### src/design/rast_pkg.sv
package rast_pkg;

	// Width of every coordinate field on the channels
	localparam int unsigned PORT_W = 8;

	// Opcodes of a command transaction
	localparam logic OPC_LOAD = 1'b0;
	localparam logic OPC_STEP = 1'b1;

	// Direction codes of the minor axis
	localparam logic [1:0] DIR_NONE = 2'd0;
	localparam logic [1:0] DIR_UP   = 2'd1;
	localparam logic [1:0] DIR_DOWN = 2'd3;

	// One emitted pixel
	typedef struct packed {
		logic [PORT_W-1:0] pixel_x;
		logic [PORT_W-1:0] pixel_y;
		logic              pixel_color;
		logic              last_pixel;
	} pixel_t;

endpackage

### src/design/rast_cmd_if.sv
interface rast_cmd_if;

	logic                             valid;
	logic                             ready;
	logic                             opcode;
	logic [rast_pkg::PORT_W-1:0]      x_start;
	logic [rast_pkg::PORT_W-1:0]      y_start;
	logic [rast_pkg::PORT_W-1:0]      x_end;
	logic [rast_pkg::PORT_W-1:0]      y_end;
	logic                             pen_color;

	modport source (
		output valid, opcode, x_start, y_start, x_end, y_end, pen_color,
		input  ready
	);

	modport sink (
		input  valid, opcode, x_start, y_start, x_end, y_end, pen_color,
		output ready
	);

endinterface

### src/design/rast_pix_if.sv
interface rast_pix_if;

	logic                             valid;
	logic                             ready;
	logic [rast_pkg::PORT_W-1:0]      pixel_x;
	logic [rast_pkg::PORT_W-1:0]      pixel_y;
	logic                             pixel_color;
	logic                             last_pixel;

	modport source (
		output valid, pixel_x, pixel_y, pixel_color, last_pixel,
		input  ready
	);

	modport sink (
		input  valid, pixel_x, pixel_y, pixel_color, last_pixel,
		output ready
	);

endinterface

### src/design/rast_core.sv
module rast_core #(
	parameter int unsigned COORD_W = 8
) (
	input  logic                  clk,
	input  logic                  arst_n,
	input  logic                  take,
	input  logic                  opcode,
	input  logic [COORD_W-1:0]    x_start,
	input  logic [COORD_W-1:0]    y_start,
	input  logic [COORD_W-1:0]    x_end,
	input  logic [COORD_W-1:0]    y_end,
	input  logic                  pen_color,
	output logic                  emit,
	output rast_pkg::pixel_t      pix
);

	localparam int unsigned ERR_W = COORD_W + 1;

	logic               busy_q;
	logic               steep_q;
	logic [COORD_W-1:0] major_pos_q;
	logic [COORD_W-1:0] major_stop_q;
	logic [COORD_W-1:0] minor_pos_q;
	logic [1:0]         minor_step_q;
	logic [COORD_W-1:0] major_span_q;
	logic [COORD_W-1:0] minor_span_q;
	logic [ERR_W-1:0]   err_acc_q;
	logic               line_color_q;

	logic               is_load;
	logic               is_step;
	logic [COORD_W-1:0] dx;
	logic [COORD_W-1:0] dy;
	logic               ld_steep;
	logic [COORD_W-1:0] ma0;
	logic [COORD_W-1:0] ma1;
	logic [COORD_W-1:0] mi0;
	logic [COORD_W-1:0] mi1;
	logic [COORD_W-1:0] ld_major_pos;
	logic [COORD_W-1:0] ld_major_stop;
	logic [COORD_W-1:0] ld_minor_pos;
	logic [COORD_W-1:0] ld_minor_end;
	logic [1:0]         ld_dir;

	logic               last;
	logic [ERR_W-1:0]   err_sum;
	logic [ERR_W-1:0]   err_thr;
	logic               err_hit;
	logic [ERR_W-1:0]   err_next;
	logic [COORD_W-1:0] minor_next;

	assign is_load = take && (opcode == rast_pkg::OPC_LOAD);
	assign is_step = take && (opcode == rast_pkg::OPC_STEP);

	// Pick the major axis and order endpoints so the major coordinate counts up
	always_comb begin
		dx       = (x_start >= x_end) ? (x_start - x_end) : (x_end - x_start);
		dy       = (y_start >= y_end) ? (y_start - y_end) : (y_end - y_start);
		ld_steep = (dx < dy);
		if (ld_steep) begin
			ma0 = y_start;
			ma1 = y_end;
			mi0 = x_start;
			mi1 = x_end;
		end else begin
			ma0 = x_start;
			ma1 = x_end;
			mi0 = y_start;
			mi1 = y_end;
		end
		if (ma0 > ma1) begin
			ld_major_pos  = ma1;
			ld_major_stop = ma0;
			ld_minor_pos  = mi1;
			ld_minor_end  = mi0;
		end else begin
			ld_major_pos  = ma0;
			ld_major_stop = ma1;
			ld_minor_pos  = mi0;
			ld_minor_end  = mi1;
		end
		priority if (ld_minor_end > ld_minor_pos) begin
			ld_dir = rast_pkg::DIR_UP;
		end else if (ld_minor_end < ld_minor_pos) begin
			ld_dir = rast_pkg::DIR_DOWN;
		end else begin
			ld_dir = rast_pkg::DIR_NONE;
		end
	end

	// Advance the error term and the minor coordinate for one pixel
	always_comb begin
		last    = (major_pos_q == major_stop_q);
		err_sum = err_acc_q + ERR_W'(minor_span_q) + ERR_W'(1);
		err_thr = ERR_W'(major_span_q) + ERR_W'(1);
		err_hit = (err_sum >= err_thr);
		err_next   = err_hit ? (err_sum - err_thr) : err_sum;
		minor_next = minor_pos_q;
		if (err_hit) begin
			unique case (minor_step_q)
				rast_pkg::DIR_UP:   minor_next = minor_pos_q + COORD_W'(1);
				rast_pkg::DIR_DOWN: minor_next = minor_pos_q - COORD_W'(1);
				default:            minor_next = minor_pos_q;
			endcase
		end
	end

	// Drive the pixel for the current step
	assign emit = is_step && busy_q;

	always_comb begin
		if (steep_q) begin
			pix.pixel_x = rast_pkg::PORT_W'(minor_pos_q);
			pix.pixel_y = rast_pkg::PORT_W'(major_pos_q);
		end else begin
			pix.pixel_x = rast_pkg::PORT_W'(major_pos_q);
			pix.pixel_y = rast_pkg::PORT_W'(minor_pos_q);
		end
		pix.pixel_color = line_color_q;
		pix.last_pixel  = last;
	end

	// Hold the line state; load replaces it, step walks it
	always_ff @(posedge clk or negedge arst_n) begin
		if (!arst_n) begin
			busy_q       <= 1'b0;
			steep_q      <= 1'b0;
			major_pos_q  <= '0;
			major_stop_q <= '0;
			minor_pos_q  <= '0;
			minor_step_q <= rast_pkg::DIR_NONE;
			major_span_q <= '0;
			minor_span_q <= '0;
			err_acc_q    <= '0;
			line_color_q <= 1'b0;
		end else if (is_load) begin
			busy_q       <= 1'b1;
			steep_q      <= ld_steep;
			major_pos_q  <= ld_major_pos;
			major_stop_q <= ld_major_stop;
			minor_pos_q  <= ld_minor_pos;
			minor_step_q <= ld_dir;
			major_span_q <= ld_steep ? dy : dx;
			minor_span_q <= ld_steep ? dx : dy;
			err_acc_q    <= '0;
			line_color_q <= pen_color;
		end else if (emit) begin
			err_acc_q   <= err_next;
			minor_pos_q <= minor_next;
			if (last) begin
				busy_q <= 1'b0;
			end else begin
				major_pos_q <= major_pos_q + COORD_W'(1);
			end
		end
	end

endmodule

### src/design/rast_out_stage.sv
module rast_out_stage (
	input  logic                clk,
	input  logic                arst_n,
	input  logic                load,
	input  rast_pkg::pixel_t    din,
	input  logic                drain,
	output logic                valid,
	output logic                free,
	output rast_pkg::pixel_t    dout
);

	logic             valid_q;
	rast_pkg::pixel_t data_q;

	// Room for a new pixel when empty or when the held one leaves this cycle
	assign free  = !valid_q || drain;
	assign valid = valid_q;
	assign dout  = data_q;

	always_ff @(posedge clk or negedge arst_n) begin
		if (!arst_n) begin
			valid_q <= 1'b0;
		end else if (load) begin
			valid_q <= 1'b1;
		end else if (drain) begin
			valid_q <= 1'b0;
		end
	end

	// Capture the pixel payload
	always_ff @(posedge clk) begin
		if (load) begin
			data_q <= din;
		end
	end

endmodule

### src/design/line_rasterizer_unit.sv
// Line rasterizer: a load transaction sets up a line, each step transaction emits one pixel.
// A pixel is presented in the cycle after its step transaction is accepted.
// Throughput: one command per cycle; the output register is refilled in the cycle it drains.
// Stalls come only from the pixel channel when the output register holds an untaken pixel.
// Reset (arst_n low) clears the line state, so steps give nothing until a load.
module line_rasterizer_unit #(
	parameter int unsigned COORD_W = 8
) (
	input  logic          clk,
	input  logic          arst_n,
	rast_cmd_if.sink      cmd,
	rast_pix_if.source    pix
);

	logic             take;
	logic             emit;
	logic             out_free;
	logic             out_valid;
	rast_pkg::pixel_t core_pix;
	rast_pkg::pixel_t out_pix;

	// Accept a command whenever the output register can take a pixel
	assign cmd.ready = out_free;
	assign take      = cmd.valid && out_free;

	rast_core #(
		.COORD_W (COORD_W)
	) u_core (
		.clk       (clk),
		.arst_n    (arst_n),
		.take      (take),
		.opcode    (cmd.opcode),
		.x_start   (COORD_W'(cmd.x_start)),
		.y_start   (COORD_W'(cmd.y_start)),
		.x_end     (COORD_W'(cmd.x_end)),
		.y_end     (COORD_W'(cmd.y_end)),
		.pen_color (cmd.pen_color),
		.emit      (emit),
		.pix       (core_pix)
	);

	rast_out_stage u_out (
		.clk    (clk),
		.arst_n (arst_n),
		.load   (emit),
		.din    (core_pix),
		.drain  (pix.ready),
		.valid  (out_valid),
		.free   (out_free),
		.dout   (out_pix)
	);

	// Present the held pixel
	assign pix.valid       = out_valid;
	assign pix.pixel_x     = out_pix.pixel_x;
	assign pix.pixel_y     = out_pix.pixel_y;
	assign pix.pixel_color = out_pix.pixel_color;
	assign pix.last_pixel  = out_pix.last_pixel;

endmodule

### src/flat_wrapper.sv
// flat-port wrapper written by rule: the top's interface ports become plain ports
module line_rasterizer_unit_flat 
#(
	parameter int unsigned COORD_W = 8
)
  (clk, arst_n, cmd_valid, cmd_opcode, cmd_x_start, cmd_y_start, cmd_x_end, cmd_y_end, cmd_pen_color, cmd_ready, pix_valid, pix_pixel_x, pix_pixel_y, pix_pixel_color, pix_last_pixel, pix_ready);
  rast_cmd_if cmd_i ();
  rast_pix_if pix_i ();
  input  logic clk;
  input  logic arst_n;
  input wire logic [$bits(cmd_i.valid)-1:0] cmd_valid;
  input wire logic [$bits(cmd_i.opcode)-1:0] cmd_opcode;
  input wire logic [$bits(cmd_i.x_start)-1:0] cmd_x_start;
  input wire logic [$bits(cmd_i.y_start)-1:0] cmd_y_start;
  input wire logic [$bits(cmd_i.x_end)-1:0] cmd_x_end;
  input wire logic [$bits(cmd_i.y_end)-1:0] cmd_y_end;
  input wire logic [$bits(cmd_i.pen_color)-1:0] cmd_pen_color;
  output wire logic [$bits(cmd_i.ready)-1:0] cmd_ready;
  output wire logic [$bits(pix_i.valid)-1:0] pix_valid;
  output wire logic [$bits(pix_i.pixel_x)-1:0] pix_pixel_x;
  output wire logic [$bits(pix_i.pixel_y)-1:0] pix_pixel_y;
  output wire logic [$bits(pix_i.pixel_color)-1:0] pix_pixel_color;
  output wire logic [$bits(pix_i.last_pixel)-1:0] pix_last_pixel;
  input wire logic [$bits(pix_i.ready)-1:0] pix_ready;
  assign cmd_i.valid = cmd_valid;
  assign cmd_i.opcode = cmd_opcode;
  assign cmd_i.x_start = cmd_x_start;
  assign cmd_i.y_start = cmd_y_start;
  assign cmd_i.x_end = cmd_x_end;
  assign cmd_i.y_end = cmd_y_end;
  assign cmd_i.pen_color = cmd_pen_color;
  assign cmd_ready = cmd_i.ready;
  assign pix_valid = pix_i.valid;
  assign pix_pixel_x = pix_i.pixel_x;
  assign pix_pixel_y = pix_i.pixel_y;
  assign pix_pixel_color = pix_i.pixel_color;
  assign pix_last_pixel = pix_i.last_pixel;
  assign pix_i.ready = pix_ready;
  line_rasterizer_unit #(.COORD_W(COORD_W)) u_core (.clk(clk), .arst_n(arst_n), .cmd(cmd_i), .pix(pix_i));
endmodule
### config.mk
export PLATFORM = sky130hd
export DESIGN_NAME = line_rasterizer_unit_flat
export DESIGN_NICKNAME = d
export VERILOG_FILES = /design/src/design/rast_pkg.sv /design/src/design/rast_cmd_if.sv /design/src/design/rast_pix_if.sv /design/src/design/rast_core.sv /design/src/design/rast_out_stage.sv /design/src/design/line_rasterizer_unit.sv /design/src/flat_wrapper.sv
export SDC_FILE = /design/constraint.sdc
export NUM_CORES = 1
export LEC_CHECK = 0
export ABC_AREA = 0
export BUFFER_PORTS_ARGS = -buffer_cell sky130_fd_sc_hd__buf_2
export CAP_MARGIN = 20
export CORE_MARGIN = 2
export CORE_UTILIZATION = 50
export CTS_BUF_LIST = sky130_fd_sc_hd__clkbuf_16
export CTS_CLUSTER_SIZE = 14
export DETAILED_ROUTE_END_ITERATION = 16
export GPL_TIMING_DRIVEN = 0
export PLACE_DENSITY = 0.65
export SLEW_MARGIN = 20
export SYNTH_ARGS = -nofsm -noshare
export SYNTH_HDL_FRONTEND = slang
export SYNTH_SLANG_ARGS = --single-unit
### constraint.sdc
create_clock -name clk -period 4 [get_ports clk]
set_clock_uncertainty 0.1 [all_clocks]
set_input_delay 0.4 -clock clk [delete_from_list [all_inputs] [get_ports clk]]
set_output_delay 0.4 -clock clk [all_outputs]
set_load 0.01 [all_outputs]
==> metrics.txt, run 1 <==
layout net count=1,071; Slew Limit Headroom=45.4%; outcome=finished, violations left; largest net degree at the start of global routing=56; antenna viol nets, final=0; Die Wd=121 um; PortBufs=57; Final GP Congestion=0.980; arrival time worst endpoint=6.57 ns; first-pass GRT wire length=36.6 mm; final setup violation count=26; Crit Path Class=input port to flop; Core Region=13,300 um2; Post-synth EDFFs=18; post-route setup slack=-2.42 ns; CP Launch Type=input port; Critical R2R Capture=u_core.u_core.minor_pos_q[7]; ys flop type=dfrtp_1; Worst-path clk slew=0.06 ns; Fmax=156 MHz; TritonCTS buffer count=9; Setup crit end kind=flop; Synth Warn #=0; R2R Path Start=u_core.u_core.err_acc_q[0]; initial antenna violation count=0; Mapped Cells=787; worst hold path class=input port to async pin; sequential area share after synthesis=28.1%; placed cell areas=7560 um2; DP HPWL=16.4 mm; Top Ports=58; final-report hold violation count=0; DRC=0; register area=1920 um2; share of cells above drive strength 1=40.4%; post-route setup TNS=-41.51 ns; drt pass-1 iters=5; Seq cells post-synth=73; initial drt markers=630; Layout area overhead=43.3%; Synth cell types=60; syn_nets=910; most common cell after layout, fill and taps aside=buf_4; Die Y=121 um; Post-CTS Hold Buffers=0; worst reg-to-reg setup slack=0.01 ns; CTS Root Cell=clkbuf_16; clock tree buffer depth=2; grt ovf=0; Max Fanout on Critical Path=7; fin area=9790 um2; wire length per cell=21.5 um; hold slack=0.00288 ns; post-layout min period=6.42 ns; ant diodes=0; DR vias=6,978; asr flop ratio synth=75.3%; number of fill cells=936; gr usage total=32.7%; CTS tree=built; CP most frequent cell=a21o_1; most frequent cells in the layout=79 x buf_4, 75 x nand2_1, 55 x dfrtp_1; critical path's slowest cell=fa_2; crit share post-route=160%; cell area after synthesis=6830 um2; RSZ-0062 raised after global routing=yes; slowest stage delay, CP=0.40 ns; syn_area_per_cell=8.68 um2; row count=42; total of max-cap violations=0; Worst EP required=4.16 ns; Die ar.=14,600 um2; initial core utilization=51.4%; Worst-Skew Late Latency=0.34 ns; Sink Count=73; Routed Wire Length=24.3 mm; Via density=6.18; vias in the first global route=6,881; multi-input combinational cell area=5590 um2; Slew @ Worst Pin=0.819 ns; r2r worst-path depth=17; H-tree Lvls=3; Slew Limit Fails=0; failing checks=negative setup slack
[synthesized netlist by cell type, types with 24 or more instances]
master,n,area [um2]
a21oi_1,72,360
dfrtp_1,55,1380
ha_1,78,976
inv_1,63,236
mux2_2,25,282
mux2i_1,35,350
nand2_1,79,297
nor2_1,61,229
o21ai_0,44,220
xnor2_1,27,236
xor2_1,24,210
[worst max-delay path by stage]
stage                     cells after the start  slack (ns)                             to      startpoint
final                                        36       -2.42  u_core.u_core.minor_step_q[0]  cmd_y_start[0]
after floorplan                              36       -1.96  u_core.u_core.minor_step_q[0]  cmd_x_start[0]
after global routing                         37       -2.46  u_core.u_core.minor_step_q[0]  cmd_x_start[0]
after CTS                                    37       -2.05  u_core.u_core.minor_step_q[0]  cmd_y_start[0]
after global placement                       37       -3.31  u_core.u_core.minor_step_q[0]  cmd_x_start[0]
after detailed placement                     37       -3.37  u_core.u_core.minor_step_q[0]  cmd_x_start[0]
[state kept, by name, summed over array words and instances, names as in the netlist, 2 cells and up]
name and cells:
u_core.u_core.minor_span_q 8, u_core.u_core.major_pos_q 8, u_core.u_core.minor_step_q 2, u_core.u_core.minor_pos_q 8, u_core.u_core.major_stop_q 8, u_core.u_core.err_acc_q 9, u_core.u_out.dout 18, u_core.u_core.major_span_q 8
[layer usage]
metal,routed length (um),global-route usage [%],vias to the layer above
li1,-,-,3150
met1,9810,40.5,3380
met2,11600,55.0,353
met3,1510,4.61,95
met4,1380,17.3,0
met5,0,0,-
[cells by family (layout without fill, tap and decap cells)]
family | after synthesis | count (layout) | share of synthesized area, %
buf+inv | 98 | 264 | 5.82
simple gates | 203 | 203 | 13.2
flops | 73 | 73 | 28.1
xor+xnor | 52 | 52 | 6.78
compound gates | 216 | 216 | 20.5
mux | 60 | 60 | 9.25
fa+ha+maj | 85 | 85 | 16.3
[stage by stage]
step	setup WS, ns	utilization (%)	instances
after global placement	-3.31	56.9	1020
final	-2.42	73.7	1129
after detailed placement	-3.37	56.9	1020
after global routing	-2.46	73.7	1129
after CTS	-2.05	70.8	1111
after floorplan	-1.96	-	787
[layout make-up]
type,count,share of cell area [%]
Buffer,27,2.53
Clock buffer,9,2.30
Clock inverter,7,0.767
Inverter,63,2.62
Multi-Input combinational cell,616,57.1
Sequential cell,73,19.6
Tap cell,176,2.25
Timing Repair Buffer,158,12.9
[repair_timing]
action | in CTS | in global routing
pin swaps | 55 | 28
setup endpoints to repair | 43 | 47
cloned | 3 | 0
resized for setup | 199 | 75
buffers inserted | 81 | 31
[worst max-delay path: cells and delay by family]
family | cells | cell delay [ns]
buf+inv | 9 | 1.11
fa+ha+maj | 5 | 1.21
mux | 3 | 0.68
xor+xnor | 1 | 0.11
simple gates | 4 | 0.48
compound gates | 14 | 2.52
Power of run 1 is not shown: default switching activity piles up to over one toggle a cycle in this logic, so the estimate is an artifact.
==> run 2: changes to the inputs <==
Settings changed: ABC_AREA 0 to unset, PLACE_DENSITY 0.65 to 0.71.
==> metrics.txt, run 2 (synthesis results as in run 1) <==
final setup violation count=28 (+7.7%); CP Launch Type=input port; DP HPWL=16.3 mm (-0.51%); antenna viol nets, final=0 (unchanged); hold slack=0.00415 ns (+0.00127 ns); Top Ports=58 (unchanged); largest net degree at the start of global routing=56 (unchanged); arrival time worst endpoint=6.47 ns (-0.10 ns); Slew @ Worst Pin=0.811 ns (-0.00731 ns); PortBufs=57 (unchanged); Die Y=121 um (unchanged); most frequent cells in the layout=82 x buf_4, 76 x nand2_1, 55 x dfrtp_1; Non-Filler Instances=1,129 (unchanged); crit share post-route=158% (-2.7 points); failing checks=negative setup slack; drt pass-1 iters=5 (unchanged); CP most frequent cell=a21o_1; Worst-path clk slew=0.06 ns (about the same); pre-CTS WS=-3.48 ns (-0.109 ns); initial core utilization=51.4% (unchanged); multi-input combinational cell area=5630 um2 (+0.81%); Max Fanout on Critical Path=7 (unchanged); wire length per cell=21.9 um (+1.7%); grt ovf=0 (unchanged); Layout area overhead=43.9%; worst hold path class=input port to async pin; RSZ-0062 raised after global routing=yes; Die ar.=14,600 um2 (unchanged); Core Region=13,300 um2 (unchanged); initial antenna violation count=0 (unchanged); ant diodes=0 (unchanged); row count=42 (unchanged); final-report hold violation count=0 (unchanged); share of cells above drive strength 1=40.1% (-0.31 points); Fmax=159 MHz (+1.7%); most common cell after layout, fill and taps aside=buf_4; gr usage total=33.3% (+0.62 points); CTS tree=built; Sink Count=73 (unchanged); Slew Limit Fails=0 (unchanged); slowest stage delay, CP=0.34 ns (-0.06 ns); layout net count=1,071 (unchanged); Final GP Congestion=0.959 (-2.2%); initial drt markers=676 (+7.3%); post-route setup TNS=-39.67 ns (+1.84 ns); clock tree buffer depth=2 (unchanged); Setup crit end kind=flop; Placed Cells=1,020 (unchanged); post-route setup slack=-2.31 ns (+0.108 ns); Die Wd=121 um (unchanged); worst reg-to-reg setup slack=-0.07 ns (-0.08 ns); H-tree Lvls=3 (unchanged); Worst EP required=4.16 ns (about the same); Worst-Skew Late Latency=0.34 ns (about the same); vias in the first global route=7,223 (+5.0%); total of max-cap violations=0 (unchanged); Crit Path Class=input port to flop; Slew Limit Headroom=45.8% (+0.49 points); Via density=6.19 (+0.19%); post-layout min period=6.31 ns (-0.108 ns); Routed Wire Length=24.7 mm (+1.7%); register area=1920 um2 (unchanged); number of fill cells=885 (-5.4%); CTS Root Cell=clkbuf_16; max reg flops=18 (unchanged); outcome=finished, violations left; DRC=0 (unchanged); first-pass GRT wire length=37.6 mm (+2.7%); DR vias=6,991 (+0.19%); TritonCTS buffer count=9 (unchanged); critical path's slowest cell=ha_1
==> run 2: cell count changes in the layout (fill, tap and decap cells not counted), sizes merged <==
cell and change:
inv -2, clkbuf +3, clkinvlp +1, buf -2
==> run 2: worst paths after layout <==
check / depth (start not counted) / to / from
setup / recovery: 36 / u_core.u_core.minor_step_q[0] / cmd_x_end[4]
hold / removal: 1 / u_core.u_core.minor_span_q[7] / arst_n
setup reg to reg: 17 / u_core.u_core.minor_pos_q[7] / u_core.u_core.err_acc_q[0]
hold reg to reg: 0 / u_core.u_out.dout[1] / u_core.u_core.line_color_q
max in group asynchronous: 1 / u_core.u_core.minor_span_q[1] / arst_n
min in group clk: 3 / u_core.u_core.line_color_q / cmd_pen_color
==> run 2: per-stage QoR <==
step	cell area [um2]	util (%)
6_report	9830	74.0
3_3_place_gp	7560	56.9
4_1_cts	9460	71.1
2_1_floorplan	7050	-
3_5_place_dp	7560	56.9
5_1_grt	9830	74.0
==> run 2: per-layer routing <==
metal  part of all wire, %  GRT usage [%]  vias up
met4                   4.6           17.7        0
li1                      -              -     3150
met3                   6.4           5.08       93
met5                     0              0        -
met2                    49           56.2      381
met1                    40           40.8     3367
==> run 2: final cells by class <==
| type | instances | area share (%) |
|---|---|---|
| Buffer | 29 | 3.03 |
| Timing Repair Buffer | 156 | 12.1 |
| Tap cell | 176 | 2.24 |
| Inverter | 63 | 2.58 |
| Multi-Input combinational cell | 616 | 57.3 |
| Sequential cell | 73 | 19.5 |
| Clock inverter | 6 | 0.713 |
| Clock buffer | 10 | 2.55 |
==> run 2: repair_timing <==
item / 4_1_cts / 5_1_grt
cloned: 1 / 0
setup buffers: 86 / 18
gates resized for setup: 197 / 66
endpoints found under the setup margin: 43 / 46
pin swaps: 50 / 27
hold buffers: 0 / 0
==> run 2: worst max-delay path, delay by kind of cell <==
kind,cells,cell delay (ns)
fa+ha+maj,4,1.07
compound gates,18,3.13
xor+xnor,1,0.15
buf+inv,9,1.22
simple gates,3,0.29
mux,1,0.18
Power of run 2 is left out for the same reason.
